===== config.mk =====
export PLATFORM = sky130hd
export DESIGN_NAME = tape_pulse_byte_decoder
export DESIGN_NICKNAME = d
export VERILOG_FILES = /design/src/design/tpbd_pkg.sv /design/src/design/tpbd_cfg.sv /design/src/design/tpbd_core.sv /design/src/design/tpbd_fifo.sv /design/src/design/tape_pulse_byte_decoder.sv
export VERILOG_INCLUDE_DIRS = /design/src /design/src/design
export SDC_FILE = /design/constraint.sdc
export NUM_CORES = 1
export LEC_CHECK = 0
export ABC_AREA = 0
export BUFFER_PORTS_ARGS = -buffer_cell sky130_fd_sc_hd__buf_4
export CAP_MARGIN = 20
export CORE_MARGIN = 4
export CORE_UTILIZATION = 50
export CTS_CLUSTER_DIAMETER = 120
export DETAILED_ROUTE_END_ITERATION = 6
export PLACE_DENSITY = 0.73
export SYNTH_ARGS = -nofsm -noshare
export SYNTH_HDL_FRONTEND = slang
export SYNTH_SLANG_ARGS = --single-unit

===== constraint.sdc =====
create_clock -name aclk -period 3.4 [get_ports aclk]
set_clock_uncertainty 0.2 [all_clocks]
set_input_delay 0.51 -clock aclk [delete_from_list [all_inputs] [get_ports aclk]]
set_output_delay 0.51 -clock aclk [all_outputs]
set_load 0.01 [all_outputs]

===== src/design/tape_pulse_byte_decoder_assert.svh =====
// Assertion macros used by the result queue module of the tape pulse byte decoder.
// Depends on nothing; the checks compile away when SYNTHESIS is defined.
`ifndef TAPE_PULSE_BYTE_DECODER_ASSERT_SVH
`define TAPE_PULSE_BYTE_DECODER_ASSERT_SVH
`ifndef SYNTHESIS
`define TPBD_ASSERT_IMPLIES(label, clk, rstn, ante, cons) \
    label: assert property (@(posedge clk) disable iff (!(rstn)) (ante) |-> (cons)) \
        else $error("tape pulse byte decoder assertion failed");
`define TPBD_ASSERT_NEXT(label, clk, rstn, ante, cons) \
    label: assert property (@(posedge clk) disable iff (!(rstn)) (ante) |=> (cons)) \
        else $error("tape pulse byte decoder assertion failed");
`else
`define TPBD_ASSERT_IMPLIES(label, clk, rstn, ante, cons)
`define TPBD_ASSERT_NEXT(label, clk, rstn, ante, cons)
`endif
`endif


===== src/design/tpbd_pkg.sv =====
// Types and constants of the tape pulse byte decoder.
// Used by every module of the block; depends on nothing.
package tpbd_pkg;

    localparam int CFG_INDEX_W = 8;
    localparam int CFG_DATA_W = 16;

    localparam logic [CFG_INDEX_W-1:0] CFG_PAUSE_MIN = 8'd0;
    localparam logic [CFG_INDEX_W-1:0] CFG_PULSE_MAX = 8'd1;
    localparam logic [CFG_INDEX_W-1:0] CFG_ZERO_PULSES = 8'd2;
    localparam logic [CFG_INDEX_W-1:0] CFG_ONE_PULSES = 8'd3;

    localparam logic [15:0] PAUSE_MIN_RESET = 16'd1950;
    localparam logic [15:0] PULSE_MAX_RESET = 16'd1462;
    localparam logic [4:0] ZERO_PULSES_RESET = 5'd8;
    localparam logic [4:0] ONE_PULSES_RESET = 5'd18;

    localparam logic [4:0] TALLY_MAX = 5'd31;

    typedef enum logic [1:0] {
        STATUS_OK = 2'd0,
        STATUS_SHORT_PAUSE = 2'd1,
        STATUS_BAD_COUNT = 2'd2
    } status_t;

    typedef struct packed {
        logic [15:0] period_ticks;
        logic resync;
    } in_item_t;

    typedef struct packed {
        logic [7:0] data_byte;
        status_t status;
        logic last_in_run;
    } result_t;

    typedef struct packed {
        logic two;
        result_t first;
        result_t second;
    } result_pair_t;

    typedef struct packed {
        logic [15:0] pause_min;
        logic [15:0] pulse_max;
        logic [4:0] zero_pulses;
        logic [4:0] one_pulses;
    } cfg_regs_t;

endpackage


===== src/design/tpbd_cfg.sv =====
// Configuration register file of the tape pulse byte decoder.
// Depends on tpbd_pkg for the register indexes and reset values.
module tpbd_cfg (
    input  logic aclk,
    input  logic aresetn,
    input  logic cfg_valid,
    input  logic [tpbd_pkg::CFG_INDEX_W-1:0] cfg_index,
    input  logic [tpbd_pkg::CFG_DATA_W-1:0] cfg_data,
    output logic cfg_ready,
    output tpbd_pkg::cfg_regs_t cfg
);
    import tpbd_pkg::*;

    cfg_regs_t cfg_reg;
    cfg_regs_t cfg_next;

    assign cfg_ready = 1'b1;
    assign cfg = cfg_reg;

    always_comb begin
        cfg_next = cfg_reg;
        if (cfg_valid) begin
            unique case (cfg_index)
                CFG_PAUSE_MIN: cfg_next.pause_min = cfg_data;
                CFG_PULSE_MAX: cfg_next.pulse_max = cfg_data;
                CFG_ZERO_PULSES: cfg_next.zero_pulses = cfg_data[4:0];
                CFG_ONE_PULSES: cfg_next.one_pulses = cfg_data[4:0];
                default: cfg_next = cfg_reg;
            endcase
        end
    end

    always_ff @(posedge aclk) begin
        if (!aresetn) begin
            cfg_reg.pause_min <= PAUSE_MIN_RESET;
            cfg_reg.pulse_max <= PULSE_MAX_RESET;
            cfg_reg.zero_pulses <= ZERO_PULSES_RESET;
            cfg_reg.one_pulses <= ONE_PULSES_RESET;
        end else begin
            cfg_reg <= cfg_next;
        end
    end

endmodule


===== src/design/tpbd_core.sv =====
// Input register and period judging logic with the decoder state.
// Depends on tpbd_pkg; pushes result pairs into tpbd_fifo.
module tpbd_core (
    input  logic aclk,
    input  logic aresetn,
    input  tpbd_pkg::cfg_regs_t cfg,
    input  logic s_valid,
    input  tpbd_pkg::in_item_t s_item,
    output logic s_ready,
    input  logic fifo_space,
    output logic push,
    output tpbd_pkg::result_pair_t push_pair
);
    import tpbd_pkg::*;

    logic in_valid_reg;
    in_item_t in_item_reg;
    logic advance;

    logic counting_reg, counting_next;
    logic [4:0] tally_reg, tally_next;
    logic [3:0] bits_reg, bits_next;
    logic [7:0] shift_reg, shift_next;

    logic c_cur;
    logic [4:0] t_cur;
    logic [3:0] b_cur;
    logic [7:0] s_cur;
    logic is_long, is_short, is_zero, is_one;
    logic [7:0] s_shift;
    logic [3:0] b_inc;
    result_t res [2];
    logic [1:0] n_res;

    assign advance = in_valid_reg && fifo_space;
    assign s_ready = !in_valid_reg || fifo_space;

    always_comb begin
        c_cur = in_item_reg.resync ? 1'b0 : counting_reg;
        t_cur = in_item_reg.resync ? 5'd0 : tally_reg;
        b_cur = in_item_reg.resync ? 4'd0 : bits_reg;
        s_cur = in_item_reg.resync ? 8'd0 : shift_reg;
        is_long = in_item_reg.period_ticks >= cfg.pause_min;
        is_short = in_item_reg.period_ticks <= cfg.pulse_max;
        is_zero = t_cur == cfg.zero_pulses;
        is_one = t_cur == cfg.one_pulses;
        s_shift = {s_cur[6:0], !is_zero};
        b_inc = b_cur + 4'd1;

        counting_next = c_cur;
        tally_next = t_cur;
        bits_next = b_cur;
        shift_next = s_cur;
        n_res = 2'd0;
        res[0] = '{data_byte: 8'd0, status: STATUS_OK, last_in_run: 1'b0};
        res[1] = res[0];

        if (!c_cur) begin
            if (is_long) begin
                counting_next = 1'b1;
                tally_next = 5'd0;
            end
        end else if (is_short) begin
            if (t_cur != TALLY_MAX) begin
                tally_next = t_cur + 5'd1;
            end
        end else if (!is_zero && !is_one) begin
            res[0].status = STATUS_BAD_COUNT;
            n_res = 2'd1;
            counting_next = is_long;
            tally_next = 5'd0;
            bits_next = 4'd0;
            shift_next = 8'd0;
        end else begin
            tally_next = 5'd0;
            if (b_inc[3]) begin
                res[0].data_byte = s_shift;
                n_res = 2'd1;
                bits_next = 4'd0;
                shift_next = 8'd0;
            end else begin
                bits_next = b_inc;
                shift_next = s_shift;
            end
            if (!is_long) begin
                res[n_res[0]].data_byte = 8'd0;
                res[n_res[0]].status = STATUS_SHORT_PAUSE;
                n_res = n_res + 2'd1;
                counting_next = 1'b0;
                bits_next = 4'd0;
                shift_next = 8'd0;
            end
        end

        res[0].last_in_run = n_res == 2'd1;
        res[1].last_in_run = 1'b1;
        push = advance && (n_res != 2'd0);
        push_pair.two = n_res == 2'd2;
        push_pair.first = res[0];
        push_pair.second = res[1];
    end

    always_ff @(posedge aclk) begin
        if (!aresetn) begin
            in_valid_reg <= 1'b0;
            counting_reg <= 1'b0;
            tally_reg <= 5'd0;
            bits_reg <= 4'd0;
            shift_reg <= 8'd0;
        end else begin
            if (s_ready) begin
                in_valid_reg <= s_valid;
            end
            if (advance) begin
                counting_reg <= counting_next;
                tally_reg <= tally_next;
                bits_reg <= bits_next;
                shift_reg <= shift_next;
            end
        end
    end

    always_ff @(posedge aclk) begin
        if (s_valid && s_ready) begin
            in_item_reg <= s_item;
        end
    end

endmodule


===== src/design/tpbd_fifo.sv =====
// Result queue of the tape pulse byte decoder; each entry holds one or two items.
// Depends on tpbd_pkg and on the assertion macro header.
`include "tape_pulse_byte_decoder_assert.svh"
module tpbd_fifo #(
    parameter int DEPTH = 2
) (
    input  logic aclk,
    input  logic aresetn,
    input  logic push,
    input  tpbd_pkg::result_pair_t push_pair,
    output logic space,
    output logic m_valid,
    input  logic m_ready,
    output tpbd_pkg::result_t m_result
);
    import tpbd_pkg::*;

    localparam int PTR_W = (DEPTH > 1) ? $clog2(DEPTH) : 1;
    localparam int CNT_W = $clog2(DEPTH + 1);
    localparam logic [PTR_W-1:0] PTR_LAST = PTR_W'(DEPTH - 1);
    localparam logic [CNT_W-1:0] CNT_FULL = CNT_W'(DEPTH);

    result_pair_t mem [DEPTH];
    logic [PTR_W-1:0] wr_ptr_reg, rd_ptr_reg;
    logic [CNT_W-1:0] count_reg;
    logic half_reg;
    result_pair_t head;
    logic take, pop;

    assign head = mem[rd_ptr_reg];
    assign space = count_reg != CNT_FULL;
    assign m_valid = count_reg != '0;
    assign m_result = half_reg ? head.second : head.first;
    assign take = m_valid && m_ready;
    assign pop = take && (half_reg || !head.two);

    always_ff @(posedge aclk) begin
        if (push) begin
            mem[wr_ptr_reg] <= push_pair;
        end
    end

    always_ff @(posedge aclk) begin
        if (!aresetn) begin
            wr_ptr_reg <= '0;
            rd_ptr_reg <= '0;
            count_reg <= '0;
            half_reg <= 1'b0;
        end else begin
            if (push) begin
                wr_ptr_reg <= (wr_ptr_reg == PTR_LAST) ? '0 : wr_ptr_reg + 1'b1;
            end
            if (pop) begin
                rd_ptr_reg <= (rd_ptr_reg == PTR_LAST) ? '0 : rd_ptr_reg + 1'b1;
            end
            if (take) begin
                half_reg <= !pop;
            end
            if (push && !pop) begin
                count_reg <= count_reg + 1'b1;
            end else if (pop && !push) begin
                count_reg <= count_reg - 1'b1;
            end
        end
    end

    `TPBD_ASSERT_IMPLIES(a_no_push_when_full, aclk, aresetn, push, count_reg != CNT_FULL)
    `TPBD_ASSERT_IMPLIES(a_half_needs_entry, aclk, aresetn, half_reg, m_valid && head.two)
    `TPBD_ASSERT_IMPLIES(a_second_is_last, aclk, aresetn, m_valid && half_reg, m_result.last_in_run)
    `TPBD_ASSERT_NEXT(a_split_holds, aclk, aresetn, take && !pop, m_valid && half_reg)

endmodule


===== src/design/tape_pulse_byte_decoder.sv =====
// Pulse-count cassette byte decoder: one tape period per input item, up to two result items.
// An item is held in the input register, then its results are written to the result queue.
// Throughput is one item per cycle while the result queue has space, set by the input
// register and one result queue write; an item causing two results fills one entry with both.
// Reset is synchronous on aresetn low: decoder state and queue clear, registers take defaults.
module tape_pulse_byte_decoder #(
    parameter int FIFO_DEPTH = 2
) (
    input  logic aclk,
    input  logic aresetn,
    input  logic s_valid,
    output logic s_ready,
    input  tpbd_pkg::in_item_t s_item,
    output logic m_valid,
    input  logic m_ready,
    output tpbd_pkg::result_t m_result,
    input  logic cfg_valid,
    output logic cfg_ready,
    input  logic [tpbd_pkg::CFG_INDEX_W-1:0] cfg_index,
    input  logic [tpbd_pkg::CFG_DATA_W-1:0] cfg_data
);
    import tpbd_pkg::*;

    cfg_regs_t cfg;
    logic fifo_space;
    logic push;
    result_pair_t push_pair;

    tpbd_cfg u_cfg (
        .aclk(aclk),
        .aresetn(aresetn),
        .cfg_valid(cfg_valid),
        .cfg_index(cfg_index),
        .cfg_data(cfg_data),
        .cfg_ready(cfg_ready),
        .cfg(cfg)
    );

    tpbd_core u_core (
        .aclk(aclk),
        .aresetn(aresetn),
        .cfg(cfg),
        .s_valid(s_valid),
        .s_item(s_item),
        .s_ready(s_ready),
        .fifo_space(fifo_space),
        .push(push),
        .push_pair(push_pair)
    );

    tpbd_fifo #(
        .DEPTH(FIFO_DEPTH)
    ) u_fifo (
        .aclk(aclk),
        .aresetn(aresetn),
        .push(push),
        .push_pair(push_pair),
        .space(fifo_space),
        .m_valid(m_valid),
        .m_ready(m_ready),
        .m_result(m_result)
    );

endmodule

# After elaboration in Yosys (flattened, before gate mapping)
# Memory sizes are Yosys's and may differ from the RTL's. A register that Yosys moved wholly into a read port is not among the register bits.
# Index checks and enable logic that the tools add are counted.
[totals] ramBits=44 ff_bits=83 memories=1 output_inout_bits=14 input_bits=46 elab_cells=117
[mem_list] name="u_fifo.mem" words=2 width=22 rd=1 rd_clocked_by_memory_dff=1 wr=1 line_no="tpbd_fifo.sv:23" rtl="result_pair_t mem [DEPTH];"
[classes] n_bitwise=1 eq_ne=9 n_mux=55 n_lt_le_gt_ge=4 addsub=7 n_reduce_logical=25
[ops] cell="$mux W8" count=11
[ops] cell="$mux W22" count=3
[ops] cell="$bwmux W22" count=2
[ops] cell="$mux W5" count=5
[ops] cell="$demux W11 S1" count=2
[ops] cell="$mux W11" count=2
[ops] cell="$mux W2" count=10
[ops] cell="$eq A8 B2 Y1 const B" count=2
[ops] cell="$ge A16 B16 Y1" count=1
[ops] cell="$le A16 B16 Y1" count=1
[ops] cell="$mux W4" count=4
[ops] cell="$mux W1" count=12
[ops] cell="$mux W12" count=1
[ops] cell="$eq A5 B5 Y1" count=2
[ops] cell="$logic_and A1 B1 Y1" count=9
[ops] cell="$mux W3" count=3
[ops] cell="$eq A8 B1 Y1 const B" count=1
[ops] cell="$logic_not A8 Y1" count=1
[ops] cell="$reduce_and A2 Y1" count=4
[ops] cell="$logic_not A1 Y1" count=6
[ops] cell="$reduce_bool A2 Y1" count=3
[ops] cell="$add A5 B1 Y5 const B" count=1
[ops] cell="$ne A5 B5 Y1 const B" count=1
[ops] cell="$add A2 B1 Y2 const B" count=2
[ops] cell="other kinds (10)" count=12

# Longest topological paths before layout
[logic_depth] depth_word=18 depth_mapped=16 ltp_nobuf=16

# Cells and area by module
# Synthesis repeated with hierarchy kept, for this count alone.
[hier_totals] cells_unflattened=550 hier_area_um2=6326.1
[modules_own_cells] mod="tpbd_core" area_each_um2=2678.8 cells_each=293 instances=1 seq_area_each_um2=870.8
[modules_own_cells] mod="tpbd_fifo" area_each_um2=1929.4 cells_each=90 instances=1 seq_area_each_um2=1501.4
[modules_own_cells] mod="tpbd_cfg" area_each_um2=1717.9 cells_each=167 instances=1 seq_area_each_um2=840.8

# Worst setup path before layout
# Ideal clock, no wire load.
[synth_path] path_type="reg-to-reg" from="register u_core.in_item_reg[1] (netlist bit)" to="register u_fifo.count_reg[1]" period_less_slack_ns=3.386 arrival_ns=3.115 setup_time_ns=0.070 path_stages_with_launch=16 t_required_ns=3.130 path_slack_ns=0.014 n_path_buf=0 path_cell_list="edfxtp_1 inv_1 ha_1 nand2b_1 a211oi_1 nor3_1 o311ai_0 and2_1 ha_1 nor2_1 nand2_1 nand3_1 inv_1 ha_1 or3_1 a21oi_1"
[synth_between] elab_chain_cells=10 elab_cells_between_ends=13 classes_between="2 x order compare; 5 x mux; 6 x reduce/logical"
[synth_lines] element="start: declaration" line_no="tpbd_core.sv:17" rtl="in_item_t in_item_reg;"
[synth_lines] element="start signal: assignment" line_no="tpbd_core.sv:125" rtl="in_item_reg <= s_item;"
[synth_lines] element="$ge A16 B16 Y1" line_no="tpbd_core.sv:43" rtl="is_long = in_item_reg.period_ticks >= cfg.pause_min;"
[synth_lines] element="$mux W2" line_no="tpbd_core.sv:85" rtl="if (!is_long) begin"
[synth_lines] element="$mux W2" line_no="tpbd_core.sv:67" rtl="end else if (!is_zero && !is_one) begin"
[synth_lines] element="$mux W2 *" line_no="tpbd_core.sv:63" rtl="end else if (is_short) begin"
[synth_lines] element="$mux W2 *" line_no="tpbd_core.sv:58" rtl="if (!c_cur) begin"
[synth_lines] element="$reduce_bool A2 Y1 *" line_no="tpbd_core.sv:97" rtl="push = advance && (n_res != 2'd0);"
[synth_lines] element="$logic_and A1 B1 Y1 *" line_no="tpbd_core.sv:97"
[synth_lines] element="via push" line_no="tape_pulse_byte_decoder.sv:26" rtl="logic push;"
[synth_lines] element="$logic_not A1 Y1" line_no="tpbd_fifo.sv:61" rtl="end else if (pop && !push) begin"
[synth_lines] element="$logic_and A1 B1 Y1" line_no="tpbd_fifo.sv:61"
[synth_lines] element="$reduce_bool A2 Y1 (no source line)"
[synth_lines] element="end signal: assignment" line_no="tpbd_fifo.sv:60" rtl="count_reg <= count_reg + 1'b1;"
[synth_lines] element="end signal: assignment" line_no="tpbd_fifo.sv:62" rtl="count_reg <= count_reg - 1'b1;"
[synth_lines] element="end: declaration" line_no="tpbd_fifo.sv:25" rtl="logic [CNT_W-1:0] count_reg;"
# Mark *: on every way through the listed nets, which the timed path passes. The rest lies on a longest branch.
# A chain may end at the register's enable or synchronous reset.

# Worst setup path in the final report
# Same ends and word-level chain as after synthesis.

==> flow_summary.ini <==
[final_layout]
num_antenna_cells = 0
layout.nets = 675
drive_above_1_share_pct = 19.8
area_growth_pct = 16.8
final_area_sq_um = 6180
mostFrequentLayoutCells = buf_4 (77), nand2_1 (67), dfxtp_1 (66)
largest_reg_flops = 42
final_common_cell = buf_4
fin_cells = 733
fill_cells = 885

[placed_design]
dp_slack_ns = -0.0494
place.gp.congestion = 0.860
place_area_sq_um = 5900
port-buffer-count = 58
hpwl_um = 7710
place_inst = 713

[global_routing]
track_usage_pct = 17.4
antenna_found_initial = 0
grt_pass1_wl_um = 17800
grt_pass1_vias = 3898
grt_overflow = 0
grt_max_degree = 37

[floorplan]
fp.dieW_um = 111
initial_core_util_pct = 51.3
design.core.area_sq_um = 10300
dieArea_sq_um = 12300
die_h_um = 111
fp-row-count = 37
io_pins = 60

[sta]
timing.fmax_mhz = 310
period_share_pct = 94.8
whs_ns = 0.107
hold_viol = 0
timing.max_slew.rel_slack_pct = 44.0
layout_setup_ws_ns = 0.176
setup_violations = 0
slew_violations = 0
worstMarginPinSlew_ns = 0.840
final.min_clock_period_ns = 3.22

[worst_setup_path]
path_cells = inv_1 > ha_1 > nand2b_1 > a211oi_2 > nor3_2 > o311ai_2 > and2_4 > ha_1 > nor2_1 > nand2_1 > nand3_2 > inv_1 > ha_1 > or3_4 > a21oi_2
startpoint_type = register
cp_slowest_stage_delay_ns = 0.39
critPathKind = reg2reg
worst-path-max-fanout = 3
end_kind = register
worstPathArrival_ns = 3.33
path_common_cell = ha_1
critPathRequiredTime_ns = 3.50
critical-path-slowest-cell = or3_4

[power]
vdd_ir_drop_max_uv = 210
power_density_nw_per_um2 = 371
power.total_uw = 2290
power_leakage_uw = 0.00252

[hold_path]
hold_class = in2reg

[clock_tree]
cts_buffers = 9
insertion_delay_ns = 0.37
clock-sinks = 109
h-tree-depth = 3
cts_tree = built
clk_path_buf_depth = 2
clk_pin_slew_worst_paths_ns = 0.10
clk_root_buffer_cell = clkbuf_8

[outcome]
outcome = complete, no violations

[logic_synthesis]
ys.flop_type = dfxtp_1
ys_async_sr_fraction_pct = 0
avgSynthCellArea_sq_um = 10.0
netlist_instances = 527
yosysSeqAreaShare_pct = 49.4
synth_cell_types = 61
synth-seq-cells = 109
syn_nets = 610
synth_edf_count = 43
syn_area_sq_um = 5290
ys_warn_count = 0

[drt]
wl_per_cell_um = 14.4
drtPass1Iterations = 4
drc = 0
vias = 3949
wl_um = 10600
via_per_inst = 5.39
drt_iter0_markers = 173
ant_nets = 0

[flow_run]
drv_cap = 0
==> path summary, 6_finish.rpt <==
check	start	end	slack, ns	cells past startpoint
setup / recovery	u_core.in_item_reg[1]	u_fifo.count_reg[1]	0.18	15
setup reg to reg	u_core.in_item_reg[1]	u_fifo.count_reg[1]	0.18	15
hold reg to reg	u_cfg.cfg[23]	u_cfg.cfg[23]	0.26	2
hold / removal	s_item[12]	u_core.in_item_reg[12]	0.11	1
==> area by class of cell <==
type,instances,area (sq um),share of cell area (%)
clock inverter,4,28.8,0.466
clock buffer,12,155,2.51
sequential,109,2610,42.3
inverter,43,161,2.61
tap,136,170,2.75
multi-input combinational,352,2470,40.0
timing repair buffer,77,578,9.35
==> through the flow <==
stage,TNS (ns),utilization (%)
after floorplan,0,-
after global placement,0,57.2
after detailed placement,-0.0494,57.2
after CTS,0,59.0
after global routing,-0.0264,59.9
final,0,59.9
==> critical path: cells and delay by family, from the launching register on <==
kind	cells	cell delay, ns
simple gates	7	1.11
flops	1	0.38
fa+ha+maj	3	0.74
compound gates	3	0.61
buf+inv	2	0.13
==> cell usage after synthesis, types with 3 or more instances <==
library cell,instances,area [sq um]
o32ai_1,3,26.3
clkbuf_1,10,37.5
nor3_1,7,35.0
and3_1,11,68.8
o211ai_1,17,128
nand2_1,67,251
a31oi_1,3,18.8
mux2i_1,20,200
a21oi_1,37,185
ha_1,37,463
nor2b_1,9,56.3
nand3b_1,4,30.0
nand2b_1,6,37.5
o21ai_0,10,50.1
edfxtp_1,43,1290
and2_1,5,31.3
inv_1,43,161
xnor2_1,5,43.8
buf_4,4,30.0
xor2_1,7,61.3
nand4_1,6,37.5
dfxtp_1,66,1320
nand3_1,10,50.1
buf_1,3,11.3
nor2_1,38,143
a211oi_1,4,30.0
buf_2,6,30.0
a32oi_1,9,78.8
==> power by group <==
group          switching [uW]  internal, uW
Clock                     426           311
Sequential               13.2          1370
Combinational            88.1          82.3
Total                     528          1760
==> cells by family after synthesis <==
| family | Yosys count | synth area share, % |
|---|---|---|
| adders and majority gates | 37 | 8.74 |
| DFF | 109 | 49.4 |
| AOI/OAI and AO/OA | 102 | 13.3 |
| muxes | 21 | 4.21 |
| xor gates and xnor gates | 12 | 1.99 |
| other | 1 | 0.0708 |
| buffers and inverters | 66 | 5.11 |
| and+or+nand+nor | 179 | 17.2 |
==> what timing repair did <==
item / CTS / global route
pin swaps: 0 / 6
buffers inserted: 0 / 4
hold buffers: 0 / 0
setup endpoints to repair: 1 / 2
gates resized for setup: 2 / 10
==> routing by layer <==
| metal | track usage, % | wire length [um] |
|---|---|---|
| met5 | 0 | 0 |
| met4 | 6.98 | 147 |
| met3 | 3.17 | 347 |
| met2 | 30.6 | 5450 |
| met1 | 21.1 | 4630 |
No activity file was read; power rests on OpenSTA's default activity.
